File: config.mk
export PLATFORM = sky130hd
export DESIGN_NAME = rtm_merge
export DESIGN_NICKNAME = d
export VERILOG_FILES = /design/src/rtm_pkg.sv /design/src/rtm_merge.sv
export SDC_FILE = /design/constraint.sdc
export NUM_CORES = 1
export LEC_CHECK = 0
export BUFFER_PORTS_ARGS = -buffer_cell sky130_fd_sc_hd__buf_2
export CAP_MARGIN = 10
export CELL_PAD_IN_SITES_DETAIL_PLACEMENT = 1
export CELL_PAD_IN_SITES_GLOBAL_PLACEMENT = 2
export CORE_MARGIN = 1
export CORE_UTILIZATION = 28
export DETAILED_ROUTE_END_ITERATION = 10
export PLACE_DENSITY_LB_ADDON = 0.1
export SLEW_MARGIN = 20
export SYNTH_ARGS = -nofsm -noshare
export SYNTH_HDL_FRONTEND = slang
export SYNTH_SLANG_ARGS = --single-unit
File: constraint.sdc
create_clock -name clk -period 5.8 [get_ports clk]
set_input_delay 1.74 -clock clk [delete_from_list [all_inputs] [get_ports clk]]
set_output_delay 1.74 -clock clk [all_outputs]
set_load 0.01 [all_outputs]
File: src/rtm_pkg.sv
package rtm_pkg;

  localparam int LANES    = 4;
  localparam int ElemW    = 16;
  localparam int ProdW    = 2 * ElemW;
  localparam int AccW     = ProdW + 2;
  localparam int FracW    = 8;
  localparam int CfgIdxW  = 8;
  localparam int CoefRowW = LANES * ElemW;

  typedef logic signed [ElemW-1:0] q88_t;
  typedef logic [CoefRowW-1:0]     coef_row_t;

  // register indexes of the configuration port
  localparam logic [CfgIdxW-1:0] CFG_ROW0 = 8'd0;
  localparam logic [CfgIdxW-1:0] CFG_ROW1 = 8'd1;
  localparam logic [CfgIdxW-1:0] CFG_ROW2 = 8'd2;
  localparam logic [CfgIdxW-1:0] CFG_ROW3 = 8'd3;

  localparam coef_row_t COEF_ROW0_RST = 64'h0000_0000_0000_1000;
  localparam coef_row_t COEF_ROW1_RST = 64'h0000_0000_0100_0000;
  localparam coef_row_t COEF_ROW2_RST = 64'h0000_0100_0000_0000;
  localparam coef_row_t COEF_ROW3_RST = 64'h0100_0000_0000_0000;

  // load enables of the two pipeline stages ahead of the output register
  typedef struct packed {
    logic adv1;
    logic adv2;
  } pipe_ctrl_t;

endpackage

File: src/rtm_merge.sv
module rtm_merge (
  input  logic          clk,
  input  logic          rst_n,
  input  logic          lane_valid,
  input  rtm_pkg::q88_t lane_res [rtm_pkg::LANES],
  input  logic          lane_sat [rtm_pkg::LANES],
  input  logic          out_stall,
  output logic          adv,
  output logic          out_valid,
  output rtm_pkg::q88_t out_res [rtm_pkg::LANES],
  output logic          out_saturated
);
  import rtm_pkg::*;

  logic valid_r;
  logic valid_nxt;
  q88_t res_r [LANES];
  logic sat_r;
  logic sat_nxt;

  assign adv       = !valid_r || !out_stall;
  assign valid_nxt = adv ? lane_valid : valid_r;

  always_comb begin
    sat_nxt = 1'b0;
    for (int j = 0; j < LANES; j++) begin
      sat_nxt = sat_nxt | lane_sat[j];
    end
  end

  always_ff @(posedge clk) begin
    if (!rst_n) begin
      valid_r <= 1'b0;
    end else begin
      valid_r <= valid_nxt;
    end
  end

  // hold the word while the receiver stalls
  always_ff @(posedge clk) begin
    if (adv) begin
      res_r <= lane_res;
      sat_r <= sat_nxt;
    end
  end

  assign out_valid     = valid_r;
  assign out_res       = res_r;
  assign out_saturated = sat_r;

endmodule

==> summary.md <==
| Metric | Value |
|---|---|
| Run status | `completed` |
| YS warnings | `0` |
| WL met1 | `between 1500 and 2000 um` |
| Post-Synth Simple-Gate Area | `0.00878` |
| #FFs+latches synth | `66` |
| Largest net degree at the start of global routing | `66` |
| Sequential share of the synthesized area | `0.989` |
| CTS clk-pin slew, worst paths | `0.06 ns` |
| Max Cap Violations | `0` |
| Count of final setup violators | `0` |
| TritonCTS clock tree | `done` |
| Synthesized net count | `around 140` |
| Crit path DAT | `roughly 2.0 ns` |
| Inserted Diodes | `0` |
| Fmax | `approximately 260 MHz` |
| DRT iter0 DRCs | `57` |
| Worst EP required | `~4.1 ns` |
| Worst min path class | `flip-flop to flip-flop` |
| Leading area contributor after synthesis | `edfxtp_1` |
| Compound-Gate Fraction of Synth Area | `0.00251` |
| NumNets Final | `292` |
| Skew-Pair Late Insertion Delay | `0.32 ns` |
| Worst Max-Slew Pin Slew | `between 0.8 and 0.9 ns` |
| Antenna violations before repair | `0` |
| CP Launch Type | `input pin` |
| CP Buf/Inv Count | `2` |
| Most used cell, CP | `buf_2` |
| Met3 WL | `about 450 um` |
| Post-route ant nets | `0` |
| Final RePlAce weighted congestion | `0.629` |
| Vias in the first global route | `between 1000 and 1500` |
| Placeable Area | `~6800 sq um` |
| Yosys cell types | `6` |
| Worst Path Max Fanout | `2` |
| Post-CTS Hold Fix Bufs | `0` |
| Row count | `30` |
| Setup TNS | `0 ns` |
| I/O pin total | `139` |
| Die height | `86.4 um` |
| Drt pass-1 iters | `4` |
| Post-synth EDFFs | `65` |
| CP peak stage delay | `roughly 0.13 ns` |
| CTS resizes | `0` |
| DRC Markers | `0` |
| Worst path cell trace | `buf_2 > nand2_2 > buf_2` |
| Main combinational cell family by area after synthesis | `simple AND/OR/NAND/NOR gates` |
| IO Port Bufs | `138` |
| Total CTS buffers | `9` |
| H-tree Lvls | `3` |
| Clock sink total | `between 60 and 70` |
| Pwr dens | `around 320 nW/um^2` |
| Top cell family by delay on the critical path | `buffers and inverters` |
| Initial Util | `0.292` |
| Static leakage | `~1.3 nW` |
| Yosys top cell area share | `0.979` |
| CTS root buffer | `clkbuf_8` |
| Routed wl met2 | `roughly 2300 um` |
| Synthesized netlist cell count | `70` |
| Async S/R FF share, synth | `0` |
| Layout cells sized above 1 | `0.676` |
| # Post-CTS Setup Buffers | `0` |
| Multiplexer share of the synthesized area | `0` |
| Tcrit/Tclk final | `0.652` |
| Smallest hold slack | `0.555 ns` |
| Post-synthesis adder-cell area fraction | `0` |
| Clk_skew | `between 0.003 and 0.004 ns` |
| Avg WL per Cell | `~14 um` |
| Max-slew violations | `0` |
| RSZ-0062 raised after global routing | `false` |
| Slew margin rel. | `0.463` |
| Final critical-path required period | `~3.8 ns` |
| First-pass GRT wire length | `6460 um` |
| Gr ovfl total | `0` |
| Uppermost layer routed | `met4` |
| Kind of end point of the critical path | `output port` |
| Die Footprint | `roughly 7500 sq um` |
| Xor/xnor cell area share of the yosys netlist | `0` |
| Most used flip-flop cell after synthesis | `edfxtp_1` |
| Worst VDD drop | `~0.00014 V` |
| Post-Syn Area | `1990 sq um` |
| WS Path Type | `input pin to output port` |
| GR Util All Layers | `0.120` |
| Vias per cell | `slightly below 4` |
| Top-count cell post-synth | `edfxtp_1` |
| Post-Route WL | `between 4000 and 5000 um` |
| Vias | `between 1000 and 1500` |
| Syn-to-layout area delta | `48.9%` |
| Max stage delay cell, worst path | `buf_2` |
| Avg Inst Size Synth | `about 28 sq um` |
| Leading post-synthesis cells by cell area | `edfxtp_1, dfxtp_1, or4_1, nor2b_1, a21oi_1` |
| Clk buf depth | `2` |
| Final hold viol count | `0` |
| Die X | `between 80 and 90 um` |
==> layer usage <==
metal,vias up,GRT usage
li1,582,-
met1,588,0.119
met2,85,0.211
met3,9,0.0533
met4,0,0.0682
met5,-,0
==> cells in the final DEF, fill, tap and decap left out, drive strengths merged <==
master	count
edfxtp	65
a21oi	1
dfxtp	1
buf	139
clkinv	4
nand2	1
clkbuf	12
nor2b	1
or4	1
==> layout make-up <==
class	count	area (sq um)
multi-input cells	4	25.0
flip-flops and latches	66	1970
fillers	729	3860
clock inverters	4	18.8
clock buffers	12	135
repair buffers	139	698
well taps	96	120
==> flip-flops by register name (all words and copies together), names as in the netlist <==
| signal | cells |
|---|---|
| out_res | 64 |
| out_saturated | 1 |
| out_valid | 1 |
==> logic make-up (layout without fill, tap and decap cells) <==
| logic type | Yosys count | in the layout |
|---|---|---|
| AO/OA/AOI/OAI | 1 | 1 |
| AND/OR/NAND/NOR | 3 | 3 |
| buffers and inverters | 0 | 155 |
| flip-flops | 66 | 66 |
==> tightest hold or removal path, delay by kind of cell, from the launching register on <==
| kind | cells | cell delay [ns] |
|---|---|---|
| AND/OR/NAND/NOR | 1 | 0.05 |
| AO/OA/AOI/OAI | 1 | 0.13 |
| flip-flops | 1 | 0.33 |
==> final timing paths <==
check	slack, ns	to	cells after the start	from
worst max register to register	4.36	out_res[21]$_DFFE_PP_	2	out_valid$_SDFFE_PN0P_
worst max-delay path	2.02	adv	3	out_stall
worst min register to register	0.56	out_valid$_SDFFE_PN0P_	2	out_valid$_SDFFE_PN0P_
worst min-delay path	0.56	out_valid$_SDFFE_PN0P_	2	out_valid$_SDFFE_PN0P_
==> per-stage QoR <==
step	area, sq um	util	std cells	setup WS (ns)	power (mW)
detailed placement	2820	0.412	305	2.01	0.661
finish	2970	0.435	321	2.02	0.955
global route	2970	0.435	321	2.00	1.00
global placement	2820	0.412	305	2.01	0.657
CTS	2970	0.435	321	2.01	0.976
floorplan	1990	-	70	0.879	0.604
==> where the power goes <==
part	leakage [nW]	switching, mW	internal (mW)
Sequential	0.680	0.00780	0.560
Combinational	0.552	0.0421	0.0376
Clock	0.0816	0.155	0.152
(Power assumes the default switching activity.)
