<file path="config.mk">
export PLATFORM = sky130hd
export DESIGN_NAME = rtm_lane
export DESIGN_NICKNAME = d
export VERILOG_FILES = /design/src/rtm_pkg.sv /design/src/rtm_lane.sv
export SDC_FILE = /design/constraint.sdc
export NUM_CORES = 2
export LEC_CHECK = 0
export ABC_AREA = 1
export BUFFER_PORTS_ARGS = -buffer_cell sky130_fd_sc_hd__buf_2
export CAP_MARGIN = 40
export CORE_ASPECT_RATIO = 1.4
export CORE_UTILIZATION = 25
export CTS_BUF_LIST = sky130_fd_sc_hd__clkbuf_4
export CTS_CLUSTER_DIAMETER = 50
export DETAILED_ROUTE_END_ITERATION = 12
export GPL_TIMING_DRIVEN = 0
export SYNTH_ARGS = -nofsm -noshare
export SYNTH_HDL_FRONTEND = slang
export SYNTH_SLANG_ARGS = --single-unit
</file>
<file path="constraint.sdc">
create_clock -name clk -period 8.35 [get_ports clk]
set_input_delay 1.2525 -clock clk [delete_from_list [all_inputs] [get_ports clk]]
set_output_delay 1.2525 -clock clk [all_outputs]
set_load 0.03 [all_outputs]
</file>
<file path="src/rtm_pkg.sv">
package rtm_pkg;

  localparam int LANES    = 4;
  localparam int ElemW    = 16;
  localparam int ProdW    = 2 * ElemW;
  localparam int AccW     = ProdW + 2;
  localparam int FracW    = 8;
  localparam int CfgIdxW  = 8;
  localparam int CoefRowW = LANES * ElemW;

  typedef logic signed [ElemW-1:0] q88_t;
  typedef logic [CoefRowW-1:0]     coef_row_t;

  // register indexes of the configuration port
  localparam logic [CfgIdxW-1:0] CFG_ROW0 = 8'd0;
  localparam logic [CfgIdxW-1:0] CFG_ROW1 = 8'd1;
  localparam logic [CfgIdxW-1:0] CFG_ROW2 = 8'd2;
  localparam logic [CfgIdxW-1:0] CFG_ROW3 = 8'd3;

  localparam coef_row_t COEF_ROW0_RST = 64'h0000_0000_0000_1000;
  localparam coef_row_t COEF_ROW1_RST = 64'h0000_0000_0100_0000;
  localparam coef_row_t COEF_ROW2_RST = 64'h0000_0100_0000_0000;
  localparam coef_row_t COEF_ROW3_RST = 64'h0100_0000_0000_0000;

  // load enables of the two pipeline stages ahead of the output register
  typedef struct packed {
    logic adv1;
    logic adv2;
  } pipe_ctrl_t;

endpackage

</file>
<file path="src/rtm_lane.sv">
module rtm_lane (
  input  logic                clk,
  input  rtm_pkg::pipe_ctrl_t ctrl,
  input  rtm_pkg::q88_t       vec  [rtm_pkg::LANES],
  input  rtm_pkg::q88_t       coef [rtm_pkg::LANES],
  output rtm_pkg::q88_t       res,
  output logic                sat
);
  import rtm_pkg::*;

  localparam logic signed [AccW-1:0] RndHalf = AccW'(1 << (FracW - 1));
  localparam logic signed [AccW-1:0] SatMax  = AccW'(32767);
  localparam logic signed [AccW-1:0] SatMin  = -AccW'(32768);

  logic signed [ProdW-1:0] prod_r [LANES];
  logic signed [AccW-1:0]  sum_r;
  logic signed [AccW-1:0]  sum_nxt;
  logic signed [AccW-1:0]  rnd;
  logic signed [AccW-1:0]  shifted;

  always_ff @(posedge clk) begin
    if (ctrl.adv1) begin
      for (int i = 0; i < LANES; i++) begin
        prod_r[i] <= ProdW'($signed(vec[i]) * $signed(coef[i]));
      end
    end
  end

  always_comb begin
    sum_nxt = '0;
    for (int i = 0; i < LANES; i++) begin
      sum_nxt = sum_nxt + AccW'(prod_r[i]);
    end
  end

  always_ff @(posedge clk) begin
    if (ctrl.adv2) begin
      sum_r <= sum_nxt;
    end
  end

  // round half up: add half an LSB, then floor shift
  always_comb begin
    rnd     = sum_r + RndHalf;
    shifted = rnd >>> FracW;
    if (shifted > SatMax) begin
      res = q88_t'(SatMax[ElemW-1:0]);
      sat = 1'b1;
    end else if (shifted < SatMin) begin
      res = q88_t'(SatMin[ElemW-1:0]);
      sat = 1'b1;
    end else begin
      res = shifted[ElemW-1:0];
      sat = 1'b0;
    end
  end

endmodule

</file>
==> run metrics <==
number of max-cap violations=0; clock net sink count=155; most frequent cells in the layout=inv_1 (1,803), nand2_1 (1,379), fa_1 (1,112), ha_1 (360), nor2_1 (249); fillcell total=21,490; Overflow after GRT=0; crit path launch type=input pin; shortest clock period the worst path allows after layout=7.708 ns; number of resized instances in the post-cts repair step=0; number of endpoints with negative hold slack in the final report=0; iteration-0 DRC count of the detailed router=2,392; synthesized area divided by synthesized cell count=8.260 µm²; placement-stage cell area=53,440 µm²; total number of yosys warnings=0; slew of the pin with the lowest slew margin=0.7879 ns; global-route wire length before repair=231.1 mm; half-perimeter wire length after placement=130.2 mm; count of distinct cell types in the synthesized netlist=37; met2 GRT Util=27.65%; clock tree buffer depth=2; TritonCTS clock tree=yes; post-route standard cell area excluding fillers=53,740 µm²; Max H-tree Level=4; die extent in x=379.6 µm; overall track demand over capacity in global routing=14.73%; number of buffers inserted during clock tree synthesis=17; count of pins over their slew limit=0; RSZ-0062 raised after global routing=no; critical path class=in -> reg; height of the die=530.6 µm; Setup Viol. Count Final=0; Worst EP arrival=8.09 ns; ratio of cells with drive above 1 in the final layout=1.750%; area of the placeable core=198,000 µm²; worst clock skew=0.02769 ns; starting utilization of the core area=25.20%; Via density=4.336; Total Die Area=201,400 µm²; kind of end point of the critical path=flip-flop; Routability Congestion=0.9379; maximum achievable frequency=129.7 MHz; Total Neg Setup Slack=0 ns; number of port buffers=42; summed instance area of the synthesized netlist=49,900 µm²; Slew headroom=47.47%; hold_buf cts=0; register bit count reported by yosys=155; fraction of met3 tracks used by global routing=1.520%; clock insertion delay at the later pin of the skew report=0.59 ns; number of global-route vias before repair=41,300; cell at the root of the clock tree=clkbuf_4; worst min-delay path class=reg -> reg; global routing usage on met1=16.91%; number of core rows=193; data required time at the worst endpoint=8.74 ns; post-detailed-route wirelength per cell=16.73 µm; nets@finish=7,706; Synth Net Count=7,644; First-pass DRT Iterations=6; synthesis-to-layout area growth=7.690%; initial antenna violation count=23; final cycle utilization of the critical path=92.31%; via count=37,990; pin count of the biggest net entering global routing=95; remaining antenna violation count after routing=0; final WL=146.6 mm; clock-pin slew of the registers on the worst-case setup and hold paths=0.14 ns; post-CTS setup buffer count=0; outcome=completed; most common cell after layout, fill and taps aside=inv_1; post-synthesis cell count=6,041; number of remaining DRC errors=0; register area share after synthesis=9.327%; top-level port count=148; global routing's busiest layer=met2; highest net fanout along the worst path=10; final hold slack=1.057 ns
## synth_stat cells (all sizes together)
library cell,n,area (µm²)
xor2,109,954.7
ha,360,4504
a221oi,3,26.28
nand3,100,500.5
nand4,36,225.2
nand2,1385,5224
o21a,4,30.03
nor3,37,185.2
a21o,27,202.7
nor3b,2,15.01
a211oi,4,30.03
buf,5,33.78
o31ai,5,37.54
o21bai,11,82.58
a31oi,10,62.56
nor4b,1,8.760
o211ai,4,30.03
a21boi,1,7.510
edfxtp,155,4654
or2,15,93.84
o21ai,120,600.6
fa,1112,22260
nor4,5,31.28
a21oi,166,830.8
inv,1804,6771
nand3b,3,22.52
clkbuf,230,863.3
and3,3,18.77
nor2,257,1005
o211a,1,10.01
xnor2,66,578.1
## critical path, stage by stage
cell      delay (ns)
clkbuf_1        0.49
clkbuf_1        0.67
nand2_1         0.23
fa_1            0.55
inv_1           0.07
fa_1            0.73
inv_1           0.17
fa_1            0.51
fa_1            0.58
fa_1            0.45
fa_1            0.49
inv_1           0.04
ha_1            0.39
nand2_1         0.16
nor2_1          0.17
nor3b_1         0.40
nand4_1         0.15
nand3_1         0.19
a21oi_1         0.11
xnor2_1         0.28
## area by class of cell
class                      instances  area (µm²)  share of cell area [%]
antenna                           13       32.53                 0.06054
tap                             2632        3293                   6.128
inverter                        1804        6771                   12.60
clock inverter                    14       132.6                  0.2468
sequential                       155        4654                   8.661
timing repair buffer              43       244.0                  0.4540
clock buffer                      18       135.1                  0.2515
multi-input combinational       3847       37580                   69.93
buffer                           235       897.1                   1.669
## flip-flops by register name (all words and copies together) (netlist names)
name    flops
prod_r    128
sum_r      27
## worst paths after layout
check / start / to / slack (ns) / cells past startpoint
max: coef[21] / prod_r[2][27]$_DFFE_PP_ / 0.64 / 20
min: prod_r[2][16]$_DFFE_PP_ / sum_r[16]$_DFFE_PP_ / 1.06 / 3
max reg2reg: prod_r[1][10]$_DFFE_PP_ / sum_r[33]$_DFFE_PP_ / 4.84 / 13
min reg2reg: prod_r[2][16]$_DFFE_PP_ / sum_r[16]$_DFFE_PP_ / 1.06 / 3
## through the flow
stage | setup WS (ns) | util, % | cells
after global routing | 0.2736 | 27.13 | 8752
after detailed placement | 0.07182 | 26.99 | 8716
final | 0.6421 | 27.14 | 8761
after floorplan | 1.606 | - | 6041
after CTS | 0.6975 | 27.12 | 8748
after global placement | 0.05097 | 26.97 | 8715
## metal layers
metal / up-vias / share of wire [%] / wire (µm)
met4: 18 / 4.6 / 6801
met2: 1042 / 53 / 77180
met1: 19150 / 39 / 56710
met3: 319 / 4.0 / 5816
met5: - / 0.068 / 100
li1: 17460 / - / -
## cells by family after synthesis
logic type               synth area share (%)
buffers and inverters                   15.37
AO/OA/AOI/OAI                           3.909
XOR/XNOR                                3.071
flip-flops                              9.327
adder cells (fa/ha/maj)                 53.64
AND/OR/NAND/NOR                         14.69
Power is not shown: default switching activity piles up to over one toggle a cycle in this logic, so the estimate is an artifact.
